File: src/rtl/spg_pkg.sv
// ----------------------------------------------------------------------------
// spg_pkg: shared types and constants
// Item structs, register indexes, divider widths and reset values used by the
// step/direction pulse generator.
// ----------------------------------------------------------------------------
`default_nettype none

package spg_pkg;

	localparam int AXES_DEF   = 3;

	// configuration register widths and indexes
	localparam int CFG_IDX_W  = 2;
	localparam int CFG_DATA_W = 24;
	localparam int INV_W      = 3;
	localparam int ACCEL_W    = 24;
	localparam int MINIV_W    = 16;

	localparam logic [CFG_IDX_W-1:0] CFG_DIR_INVERT = 2'd0;
	localparam logic [CFG_IDX_W-1:0] CFG_ACCEL      = 2'd1;
	localparam logic [CFG_IDX_W-1:0] CFG_MIN_IVAL   = 2'd2;

	localparam logic [INV_W-1:0]   INV_RESET   = 3'd0;
	localparam logic [ACCEL_W-1:0] ACCEL_RESET = 24'd1000000;
	localparam logic [MINIV_W-1:0] MINIV_RESET = 16'd100;

	localparam logic [15:0] IDLE_RELOAD = 16'd999;

	// serial divider: dividend is at most q*9 < 2^28, divisor is a 33-bit distance
	localparam int DVD_W = 28;
	localparam int DVS_W = 33;
	localparam int CNT_W = $clog2(DVD_W + 1);

	localparam logic [DVS_W-1:0] DIV_BY_FIVE = 33'd5;

	typedef struct packed {
		logic [1:0]         axis;
		logic signed [31:0] target;
	} spg_in_t;

	typedef struct packed {
		logic [1:0]         axis_out;
		logic [15:0]        reload;
		logic               step_level;
		logic               dir_level;
		logic signed [31:0] position;
	} spg_out_t;

	typedef struct packed {
		logic             start;
		logic [DVD_W-1:0] dividend;
		logic [DVS_W-1:0] divisor;
	} div_req_t;

	typedef struct packed {
		logic             done;
		logic [DVD_W-1:0] quotient;
	} div_rsp_t;

	typedef struct packed {
		logic        upd;
		logic [31:0] target;
		logic        inv;
	} axis_req_t;

	typedef struct packed {
		logic             at_target;
		logic [DVS_W-1:0] span;
		logic             step_level;
		logic             dir_level;
		logic [31:0]      position;
	} axis_rsp_t;

	typedef enum logic [2:0] {
		ST_IDLE,
		ST_EVAL,
		ST_DIV_Q,
		ST_DIV_R,
		ST_OUT
	} fsm_state_t;

endpackage

`default_nettype wire

File: src/rtl/spg_div.sv
// ----------------------------------------------------------------------------
// spg_div: restoring serial divider
// One quotient bit per cycle; the dividend shifts out of the top of the
// quotient register while quotient bits shift in at the bottom.
// ----------------------------------------------------------------------------
`default_nettype none

module spg_div (
	input  wire logic              clk,
	input  wire logic              arst_n,
	input  wire spg_pkg::div_req_t req,
	output spg_pkg::div_rsp_t      rsp
);

	logic                        busy_q;
	logic                        done_q;
	logic [spg_pkg::CNT_W-1:0]   cnt_q;
	logic [spg_pkg::DVS_W-1:0]   rem_q;
	logic [spg_pkg::DVD_W-1:0]   quo_q;
	logic [spg_pkg::DVS_W-1:0]   dvs_q;
	logic [spg_pkg::DVS_W:0]     trial;
	logic [spg_pkg::DVS_W:0]     diff;
	logic                        fits;

	assign trial = {rem_q, quo_q[spg_pkg::DVD_W-1]};
	assign diff  = trial - {1'b0, dvs_q};
	assign fits  = trial >= {1'b0, dvs_q};

	always_ff @(posedge clk or negedge arst_n) begin
		if (!arst_n) begin
			busy_q <= 1'b0;
			done_q <= 1'b0;
			cnt_q  <= '0;
		end else begin
			done_q <= 1'b0;
			if (req.start) begin
				busy_q <= 1'b1;
				cnt_q  <= spg_pkg::CNT_W'(spg_pkg::DVD_W);
			end else if (busy_q) begin
				cnt_q <= cnt_q - 1'b1;
				if (cnt_q == spg_pkg::CNT_W'(1)) begin
					busy_q <= 1'b0;
					done_q <= 1'b1;
				end
			end
		end
	end

	always_ff @(posedge clk) begin
		if (req.start) begin
			rem_q <= '0;
			quo_q <= req.dividend;
			dvs_q <= req.divisor;
		end else if (busy_q) begin
			// remainder stays below the divisor, so the low DVS_W bits suffice
			rem_q <= fits ? diff[spg_pkg::DVS_W-1:0] : trial[spg_pkg::DVS_W-1:0];
			quo_q <= {quo_q[spg_pkg::DVD_W-2:0], fits};
		end
	end

	assign rsp.done     = done_q;
	assign rsp.quotient = quo_q;

endmodule

`default_nettype wire

File: src/rtl/spg_axis.sv
// ----------------------------------------------------------------------------
// spg_axis: per-axis position and pulse sequencer state
// Holds position, direction and pin state of each axis, works out the
// distance to the target and advances the step pulse on an update.
// ----------------------------------------------------------------------------
`default_nettype none

module spg_axis #(
	parameter int AXES = spg_pkg::AXES_DEF
) (
	input  wire logic               clk,
	input  wire logic               arst_n,
	input  wire logic [1:0]         axis,
	input  wire spg_pkg::axis_req_t req,
	output spg_pkg::axis_rsp_t      rsp
);

	localparam int AW = (AXES > 1) ? $clog2(AXES) : 1;

	logic [31:0] pos_q   [AXES];
	logic        mdir_q  [AXES];
	logic        phase_q [AXES];
	logic        step_q  [AXES];
	logic        dirp_q  [AXES];

	logic [AW-1:0] idx;
	logic [31:0]   pos;
	logic          at_tgt;
	logic          below;
	logic          want;
	logic [32:0]   d_up;
	logic [32:0]   d_dn;
	logic [31:0]   pos_n;
	logic          mdir_n;
	logic          phase_n;
	logic          step_n;
	logic          dirp_n;

	assign idx    = AW'(axis);
	assign pos    = pos_q[idx];
	assign at_tgt = (pos == req.target);
	assign below  = $signed(pos) < $signed(req.target);
	assign want   = ~below;
	assign d_up   = {req.target[31], req.target} - {pos[31], pos};
	assign d_dn   = {pos[31], pos} - {req.target[31], req.target};

	always_comb begin
		pos_n   = pos;
		mdir_n  = mdir_q[idx];
		phase_n = phase_q[idx];
		step_n  = step_q[idx];
		dirp_n  = dirp_q[idx];
		if (!at_tgt) begin
			if (!phase_q[idx]) begin
				dirp_n = want ^ req.inv;
				// a reversal costs one item with no pulse
				if (mdir_q[idx] != want) begin
					mdir_n = want;
				end else begin
					step_n  = 1'b0;
					phase_n = 1'b1;
				end
			end else begin
				step_n  = 1'b1;
				phase_n = 1'b0;
				pos_n   = mdir_q[idx] ? pos - 32'd1 : pos + 32'd1;
			end
		end
	end

	always_ff @(posedge clk or negedge arst_n) begin
		if (!arst_n) begin
			for (int i = 0; i < AXES; i++) begin
				pos_q[i]   <= '0;
				mdir_q[i]  <= 1'b0;
				phase_q[i] <= 1'b0;
				step_q[i]  <= 1'b1;
				dirp_q[i]  <= 1'b0;
			end
		end else if (req.upd) begin
			pos_q[idx]   <= pos_n;
			mdir_q[idx]  <= mdir_n;
			phase_q[idx] <= phase_n;
			step_q[idx]  <= step_n;
			dirp_q[idx]  <= dirp_n;
		end
	end

	assign rsp.at_target  = at_tgt;
	assign rsp.span       = below ? d_up : d_dn;
	assign rsp.step_level = step_n;
	assign rsp.dir_level  = dirp_n;
	assign rsp.position   = pos_n;

endmodule

`default_nettype wire

File: src/rtl/stepper_position_pulse_generator_top.sv
// ----------------------------------------------------------------------------
// stepper_position_pulse_generator_top: step/direction pulse generator
// Per timer tick of one axis: moves the step pulse sequencer and works out the
// next timer reload from the distance to the target.
// ----------------------------------------------------------------------------
//
//  port group   direction  handshake              payload
//  in_*         input      in_valid / in_stall    in_item  (spg_in_t)
//  out_*        output     out_valid / out_stall  out_item (spg_out_t)
//  cfg_*        input      cfg_we                 cfg_index, cfg_data
//
//  An item that moves the axis goes through an evaluation state, two passes of
//  the serial divider (accel / distance, then q * 9 / 5), each ending when the
//  divider raises done, and an output state that loads the result once the
//  output register is free; only then is the next item taken. An item already
//  at its target goes from evaluation straight to the output state; one for an
//  axis beyond AXES returns to idle and gives no result. Items are taken one at
//  a time; in_stall is low only when idle. A result waits in the output register
//  under out_stall while the next item is accepted. Reset needs no sweep.
//
`default_nettype none

module stepper_position_pulse_generator_top #(
	parameter int AXES = spg_pkg::AXES_DEF
) (
	input  wire logic                              clk,
	input  wire logic                              arst_n,
	input  wire logic                              in_valid,
	output logic                                   in_stall,
	input  wire spg_pkg::spg_in_t                  in_item,
	output logic                                   out_valid,
	input  wire logic                              out_stall,
	output spg_pkg::spg_out_t                      out_item,
	input  wire logic                              cfg_we,
	input  wire logic [spg_pkg::CFG_IDX_W-1:0]     cfg_index,
	input  wire logic [spg_pkg::CFG_DATA_W-1:0]    cfg_data
);

	spg_pkg::fsm_state_t state_q, state_n;

	logic [spg_pkg::INV_W-1:0]   inv_q;
	logic [spg_pkg::ACCEL_W-1:0] accel_q;
	logic [spg_pkg::MINIV_W-1:0] minv_q;

	logic [1:0]  axis_q;
	logic [31:0] target_q;
	logic [15:0] reload_q;
	logic        step_q;
	logic        dir_q;
	logic [31:0] pos_q;
	logic        out_valid_q;
	spg_pkg::spg_out_t out_q;

	spg_pkg::axis_req_t areq;
	spg_pkg::axis_rsp_t arsp;
	spg_pkg::div_req_t  dreq;
	spg_pkg::div_rsp_t  drsp;

	logic                      axis_bad;
	logic                      out_free;
	logic                      load_out;
	logic [spg_pkg::DVD_W-1:0] q9;
	logic [15:0]               clamped;

	assign axis_bad = {30'd0, axis_q} >= 32'(AXES);
	assign out_free = !out_valid_q || !out_stall;
	assign q9       = {1'b0, drsp.quotient[23:0], 3'd0} + {4'd0, drsp.quotient[23:0]};

	// raise to the minimum interval, then saturate to 16 bits
	always_comb begin
		if (drsp.quotient < {12'd0, minv_q})
			clamped = minv_q;
		else if (|drsp.quotient[spg_pkg::DVD_W-1:16])
			clamped = 16'hFFFF;
		else
			clamped = drsp.quotient[15:0];
	end

	spg_axis #(
		.AXES(AXES)
	) u_axis (
		.clk    (clk),
		.arst_n (arst_n),
		.axis   (axis_q),
		.req    (areq),
		.rsp    (arsp)
	);

	spg_div u_div (
		.clk    (clk),
		.arst_n (arst_n),
		.req    (dreq),
		.rsp    (drsp)
	);

	always_ff @(posedge clk or negedge arst_n) begin
		if (!arst_n)
			state_q <= spg_pkg::ST_IDLE;
		else
			state_q <= state_n;
	end

	always_comb begin
		state_n       = state_q;
		in_stall      = 1'b1;
		load_out      = 1'b0;
		areq.upd      = 1'b0;
		areq.target   = target_q;
		areq.inv      = (axis_q < 2'd3) ? inv_q[axis_q] : 1'b0;
		dreq.start    = 1'b0;
		dreq.dividend = {4'd0, accel_q};
		dreq.divisor  = arsp.span;
		unique case (state_q)
			spg_pkg::ST_IDLE: begin
				in_stall = 1'b0;
				if (in_valid)
					state_n = spg_pkg::ST_EVAL;
			end
			spg_pkg::ST_EVAL: begin
				if (axis_bad) begin
					state_n = spg_pkg::ST_IDLE;
				end else begin
					areq.upd = 1'b1;
					if (arsp.at_target) begin
						state_n = spg_pkg::ST_OUT;
					end else begin
						dreq.start = 1'b1;
						state_n    = spg_pkg::ST_DIV_Q;
					end
				end
			end
			spg_pkg::ST_DIV_Q: begin
				dreq.dividend = q9;
				dreq.divisor  = spg_pkg::DIV_BY_FIVE;
				if (drsp.done) begin
					dreq.start = 1'b1;
					state_n    = spg_pkg::ST_DIV_R;
				end
			end
			spg_pkg::ST_DIV_R: begin
				if (drsp.done)
					state_n = spg_pkg::ST_OUT;
			end
			spg_pkg::ST_OUT: begin
				if (out_free) begin
					load_out = 1'b1;
					state_n  = spg_pkg::ST_IDLE;
				end
			end
			default: state_n = spg_pkg::ST_IDLE;
		endcase
	end

	always_ff @(posedge clk or negedge arst_n) begin
		if (!arst_n) begin
			inv_q   <= spg_pkg::INV_RESET;
			accel_q <= spg_pkg::ACCEL_RESET;
			minv_q  <= spg_pkg::MINIV_RESET;
		end else if (cfg_we) begin
			unique case (cfg_index)
				spg_pkg::CFG_DIR_INVERT: inv_q   <= cfg_data[spg_pkg::INV_W-1:0];
				spg_pkg::CFG_ACCEL:      accel_q <= cfg_data[spg_pkg::ACCEL_W-1:0];
				spg_pkg::CFG_MIN_IVAL:   minv_q  <= cfg_data[spg_pkg::MINIV_W-1:0];
				default: ;
			endcase
		end
	end

	always_ff @(posedge clk) begin
		if (state_q == spg_pkg::ST_IDLE && in_valid) begin
			axis_q   <= in_item.axis;
			target_q <= in_item.target;
		end
		if (state_q == spg_pkg::ST_EVAL) begin
			step_q   <= arsp.step_level;
			dir_q    <= arsp.dir_level;
			pos_q    <= arsp.position;
			reload_q <= spg_pkg::IDLE_RELOAD;
		end
		if (state_q == spg_pkg::ST_DIV_R && drsp.done)
			reload_q <= clamped;
		if (load_out) begin
			out_q.axis_out   <= axis_q;
			out_q.reload     <= reload_q;
			out_q.step_level <= step_q;
			out_q.dir_level  <= dir_q;
			out_q.position   <= pos_q;
		end
	end

	always_ff @(posedge clk or negedge arst_n) begin
		if (!arst_n)
			out_valid_q <= 1'b0;
		else if (load_out)
			out_valid_q <= 1'b1;
		else if (!out_stall)
			out_valid_q <= 1'b0;
	end

	assign out_valid = out_valid_q;
	assign out_item  = out_q;

endmodule

`default_nettype wire

File: config.mk
export PLATFORM = sky130hd
export DESIGN_NAME = stepper_position_pulse_generator_top
export DESIGN_NICKNAME = d
export VERILOG_FILES = /design/src/rtl/spg_pkg.sv /design/src/rtl/spg_div.sv /design/src/rtl/spg_axis.sv /design/src/rtl/stepper_position_pulse_generator_top.sv
export SDC_FILE = /design/constraint.sdc
export NUM_CORES = 1
export LEC_CHECK = 0
export BUFFER_PORTS_ARGS = -buffer_cell sky130_fd_sc_hd__buf_2
export CAP_MARGIN = 20
export CORE_MARGIN = 4
export CORE_UTILIZATION = 55
export CTS_BUF_LIST = sky130_fd_sc_hd__clkbuf_4 sky130_fd_sc_hd__clkbuf_8
export DETAILED_ROUTE_END_ITERATION = 12
export PLACE_DENSITY = 0.83
export SKIP_LAST_GASP = 1
export SYNTH_ARGS = -nofsm -noshare
export SYNTH_HDL_FRONTEND = slang
export SYNTH_SLANG_ARGS = --single-unit
export TNS_END_PERCENT = 30
File: constraint.sdc
create_clock -name clk -period 6.4 [get_ports clk]
set_input_delay 0.96 -clock clk [delete_from_list [all_inputs] [get_ports clk]]
set_output_delay 0.96 -clock clk [all_outputs]
set_load 0.05 [all_outputs]
# After elaboration in Yosys (flattened, before gate mapping)
# Cells that the tools add are included.
# W data, S select, Z words.
# op_classes
n_addsub,7
n_bitwise,3
muxes,76
eq_ne,14
order_cmp,8
reduce_logical,15
# ops
operator,count
$mux W32,6
$bwmux W96,1
$mux W33,2
$sub A32 B32 Y33,2
$bmux W32 S2,1
$demux W32 S2,1
$mux W16,4
$mux W61,1
$mux W28,2
$mux W1,38
$ge A34 B33 Y1,1
$sub A33 B33 Y33,1
$add A32 B1 Y32 const B,1
$eq A32 B32 Y1,1
$lt A32 B32 Y1,1
$sub A32 B1 Y32 const B,1
$add A27 B24 Y28,1
$lt A28 B16 Y1,1
$mux W3,6
$pmux W3 S5,1
$bwmux W3,4
$reduce_or A12 Y1,1
$bmux W1 S2,5
$mux W5,2
other kinds (28),38
# word_totals
elab_cells,160
register_bits,392
inputBits,65

# Depth between registers and ports, before layout
# logic_depth
ltp_word,11
mapped_depth,22

# Cells and area by module
# Synthesis repeated with hierarchy kept, for this count alone.
# hier_totals
hier_cells,2651
hier_area_um2,25074.0
# by_module_without_submodules
module,area_per_inst_um2,cells_per_inst,seq_area_each_um2,instances
spg_axis,10505.1,1381,2706.3,1
stepper_position_pulse_generator_top,8658.3,675,5272.6,1
spg_div,5910.7,595,2667.6,1

# Worst setup path after synthesis
# OpenSTA, ideal clock, no wires.
# synth_timing
path_kind,register to register
startpoint,register axis_q[1]
endpoint,"register u_div.quo_q[11] (netlist name), data pin"
path_slack_ps,1576
stages_incl_launch_ff,20
t_arrival_ps,4498
required_time_ps,6074
setup_ps,326
path_cell_list,edfxtp_1 -> buf_6 -> buf_2 -> buf_2 -> mux2i_1 -> nor2_1 -> a21oi_1 -> inv_1 -> ha_1 -> and2_2 -> and3_1 -> and4_1 -> and3_2 -> nand3_2 -> and3_1 -> buf_2 -> nor2_8 -> inv_2 -> clkbuf_1 -> a31oi_1
# synth_lines
item,line,text
from (decl),stepper_position_pulse_generator_top.sv:45,logic [1:0] axis_q;
from (signal assigned),stepper_position_pulse_generator_top.sv:171,axis_q <= in_item.axis;
to (signal assigned),spg_div.sv:52,quo_q <= req.dividend;
to (signal assigned),spg_div.sv:57,"quo_q <= {quo_q[spg_pkg::DVD_W-2:0], fits};"
to (decl),spg_div.sv:19,logic [spg_pkg::DVD_W-1:0] quo_q;

# Worst setup path after layout
# layout_timing
startpoint,register axis_q[1]
endpoint,register u_div.quo_q[13] (netlist name) (enable)
# layout_via
elab_chain_cells,9
elab_cells_between_ends,10
# layout_rtl
item,line,text
$not A2 Y3 (implied by the code),spg_axis.sv:40,assign pos = pos_q[idx];
$bmux W32 S2,spg_axis.sv:40,
$mux W32 (implied by the code) (2 in series),spg_axis.sv:40,
$eq A32 B32 Y1,spg_axis.sv:41,assign at_tgt = (pos == req.target);
$mux W1,stepper_position_pulse_generator_top.sv:124,if (arsp.at_target) begin
$mux W1 *,stepper_position_pulse_generator_top.sv:120,if (axis_bad) begin
$pmux W1 S2 *,stepper_position_pulse_generator_top.sv:113,unique case (state_q)
$reduce_bool A2 Y1 (no line) *,n/a,
# Mark *: on every way between the ends. The rest lies on a longest branch, timed or not. The select of a mux whose other input is x is not followed.
# A chain may end at the register's enable or synchronous reset.

==> results_dict.tcl <==
set metrics [dict create \
    hold_class "input port to asynchronous set/reset pin" \
    critPathMaxFanout 61 \
    placedCellCount 3151 \
    synth_area_sq_mm 0.02404 \
    placementRows 76 \
    clockBufferDepth 3 \
    finalSetupTns_ns 0 \
    finClkSkew_ns 0.04086 \
    fin_ws_ns 1.036 \
    seq_area_frac_synth_pct 44.29 \
    cp_common_cell "buf_4" \
    clockRootBuffer "clkbuf_8" \
    clk_pin_slew_ns 0.06 \
    slew_viol_final 0 \
    drc_errors 0 \
    yosysUniqueCellTypes 96 \
    cts_made_buffers 68 \
    max_freq_mhz 186.4 \
    drt_first_pass_iters 5 \
    clk_latency_ns 0.65 \
    yosys-top-cells-area "edfxtp_1 (25%), dfrtp_1 (16%), ha_1 (8.6%)" \
    path_class "flip-flop to flip-flop" \
    antenna_found_initial 2 \
    synth_edf_count 197 \
    cp-end-kind "flip-flop" \
    place_congestion 0.9552 \
    post_cts_buffers 0 \
    synth_flop_cell "edfxtp_1" \
    cellLeakagePower_nw 12.17 \
    dp_hpwl_um 46020 \
    synth_top_cell_by_area "edfxtp_1" \
    grt_overflow 0 \
    htreeDepth 3 \
    path_cells "buf_4 -> mux2i_1 -> nor2_1 -> a21oi_1 -> inv_1 -> ha_1 -> nand2_1 -> nor3_1 -> inv_1 -> nor3_1 -> nand3_2 -> and3_1 -> nor2_8 -> buf_4 -> nand2_1 -> buf_4" \
    core_area_sq_mm 0.04317 \
    grt_usage_pct 26.30 \
    yosysWarnings 0 \
    cp.arrival_ns 5.72 \
    required_ns 6.76 \
    r2r_slack_ns 1.04 \
    viasPerCell 5.992 \
    drv_cap 0 \
    synth.avg_cell_area_sq_um 9.506 \
    die-height_um 217.1 \
    die_x_um 217.1 \
    nFillCells 3622 \
    cts-hold-fix-buffers 0 \
    die-area_sq_mm 0.04712 \
    vdd_ir_drop_max_mv 0.2233 \
    slew_headroom_pct 26.79 \
    finalHoldViolations 0 \
    routedWlPerCell_um 19.40 \
    tightest_slew_ns 1.098 \
    rsz0062_at_grt "no" \
    setup_viol 0 \
    cts_tree "done" \
    floorplan.initialDensity_pct 55.69 \
    cellPowerDensity_mw_per_mm2 442.2 \
    grt_pass1_vias 19130 \
    pre_cts_ws_ns 1.061 \
    drt_iter0_markers 1785 \
    p_total_mw 11.78 \
    netlist_instances 2529 \
    crit_path_start_kind "flip-flop" \
    async_flop_share_pct 41.33 \
    slowest_delay_ns 0.70 \
    ctsResizeCount 0 \
    grt_start_max_net_pins 68 \
    pin_count 119 \
    routed_wl_um 63680 \
    synth_nets 2764 \
    r2r_cells 16 \
    netlist.area_leader.share_pct 24.61 \
    nNetsFinal 2875 \
    vias 19670 \
    timing.final.crit_period_ns 5.364 \
    areaGrowthSynthToFinish_pct 10.79 \
    cts_num_sinks 392 \
    status "finished, final reports clean" \
    portBuffers 118 \
    drive_above_1_share_pct 14.24 \
    ys_ff_latch 392 \
    grt_pass1_wl_um 99960 \
    instances_no_fill 3282 \
    ant_nets 0 \
    fin_crit_sh_pct 83.81 \
    cp_slowest_cell "edfxtp_1" \
]
==> worst max-delay path: cells and delay by family (launching register included) <==
| family | cells | cell delay (ns) |
|---|---|---|
| multiplexers | 1 | 0.22 |
| flip-flops | 1 | 0.70 |
| AND/OR/NAND/NOR | 8 | 2.05 |
| adder cells (fa/ha/maj) | 1 | 0.41 |
| AO/OA/AOI/OAI | 1 | 0.29 |
| buffers and inverters | 5 | 1.41 |
==> stage by stage <==
step	hold WS, ns	util, %	cell area (sq um)
after detailed placement	0.4045	58.27	25150
after global routing	0.2627	61.69	26630
after CTS	0.2446	61.52	26560
after global placement	0.4002	58.27	25150
after floorplan	0.4003	-	24040
final	0.2640	61.70	26640
==> cells by family after synthesis <==
kind of cell | Yosys count | synth area share [%]
muxes | 117 | 5.163
AOI/OAI and AO/OA | 771 | 19.77
xor gates and xnor gates | 102 | 3.716
DFF | 392 | 44.29
adders and majority gates | 170 | 9.004
and+or+nand+nor | 680 | 13.04
buffers and inverters | 297 | 5.022
==> placed cells by master, fill, tap and decap left out, types with 15 or more instances in the layout <==
cell / instances
a31oi_1: 18
ha_1: 165
xnor2_1: 57
inv_1: 179
or3_1: 19
nand3_1: 21
buf_4: 35
a211oi_1: 24
nor3_1: 31
and3_1: 19
nor2b_1: 20
a21oi_1: 219
edfxtp_1: 197
xor2_1: 45
dfrtp_1: 149
o211ai_1: 19
buf_2: 117
nand2b_1: 31
a21o_1: 112
mux2i_1: 64
dfxtp_1: 33
mux2_2: 52
nor2_1: 165
nand4_1: 15
clkbuf_4: 23
o21ai_0: 242
clkbuf_8: 78
nand2_1: 286
==> path summary, 6_finish.rpt <==
kind | startpoint | endpoint
worst max register to register | axis_q[1] | u_div.quo_q[13]
min in group clk | pos_q[15] | out_item[15]
worst min-delay path | arst_n | u_axis.pos_q[74]
worst max-delay path | axis_q[1] | u_div.quo_q[13]
worst min register to register | pos_q[15] | out_item[15]
max in group asynchronous | arst_n | minv_q[10]
==> layout make-up <==
cell class	instances	area (sq um)	share of cell area [%]
diodes	1	2.502	0.009395
clock inverters	25	157.7	0.5919
well taps	585	732.0	2.748
flip-flops and latches	392	10650	39.97
repair buffers	157	934.6	3.509
clock buffers	101	1246	4.679
inverters	181	679.4	2.551
multi-input cells	1840	12240	45.94
==> per-layer routing <==
layer	vias up	track usage [%]	part of all wire, %
met2	812	44.11	48
met1	9456	34.48	42
met4	2	9.900	3.8
met5	-	0	0.020
met3	159	4.454	6.4
li1	9238	-	-
==> power breakdown <==
group / total (mW) / switching, mW / internal (mW) / leakage, nW
Clock: 2.35 / 1.05 / 1.30 / 0.737
Combinational: 5.63 / 3.40 / 2.23 / 7.26
Sequential: 3.80 / 0.445 / 3.35 / 4.17
==> sequential cells by signal, summed over array words and instances (netlist names), 5 cells and up <==
register      flops
accel_q          24
minv_q           16
out_item         52
pos_q            32
reload_q         16
target_q         32
u_axis.pos_q     96
u_div.cnt_q       5
u_div.dvs_q      33
u_div.quo_q      28
u_div.rem_q      33
==> synth_stat cells, types with 21 or more instances <==
cell type,instances
nand2_1,288
o21ai_0,242
a21oi_1,221
edfxtp_1,197
inv_1,179
nor2_1,167
ha_1,165
dfrtp_1,149
a21o_1,112
clkbuf_1,70
mux2i_1,64
xnor2_1,57
mux2_2,52
xor2_1,45
dfxtp_1,33
buf_2,31
nand2b_1,31
nor3_1,31
a211oi_1,24
nand3_1,21
nor2b_1,21
Note: power is estimated with default switching activity, not from simulation.
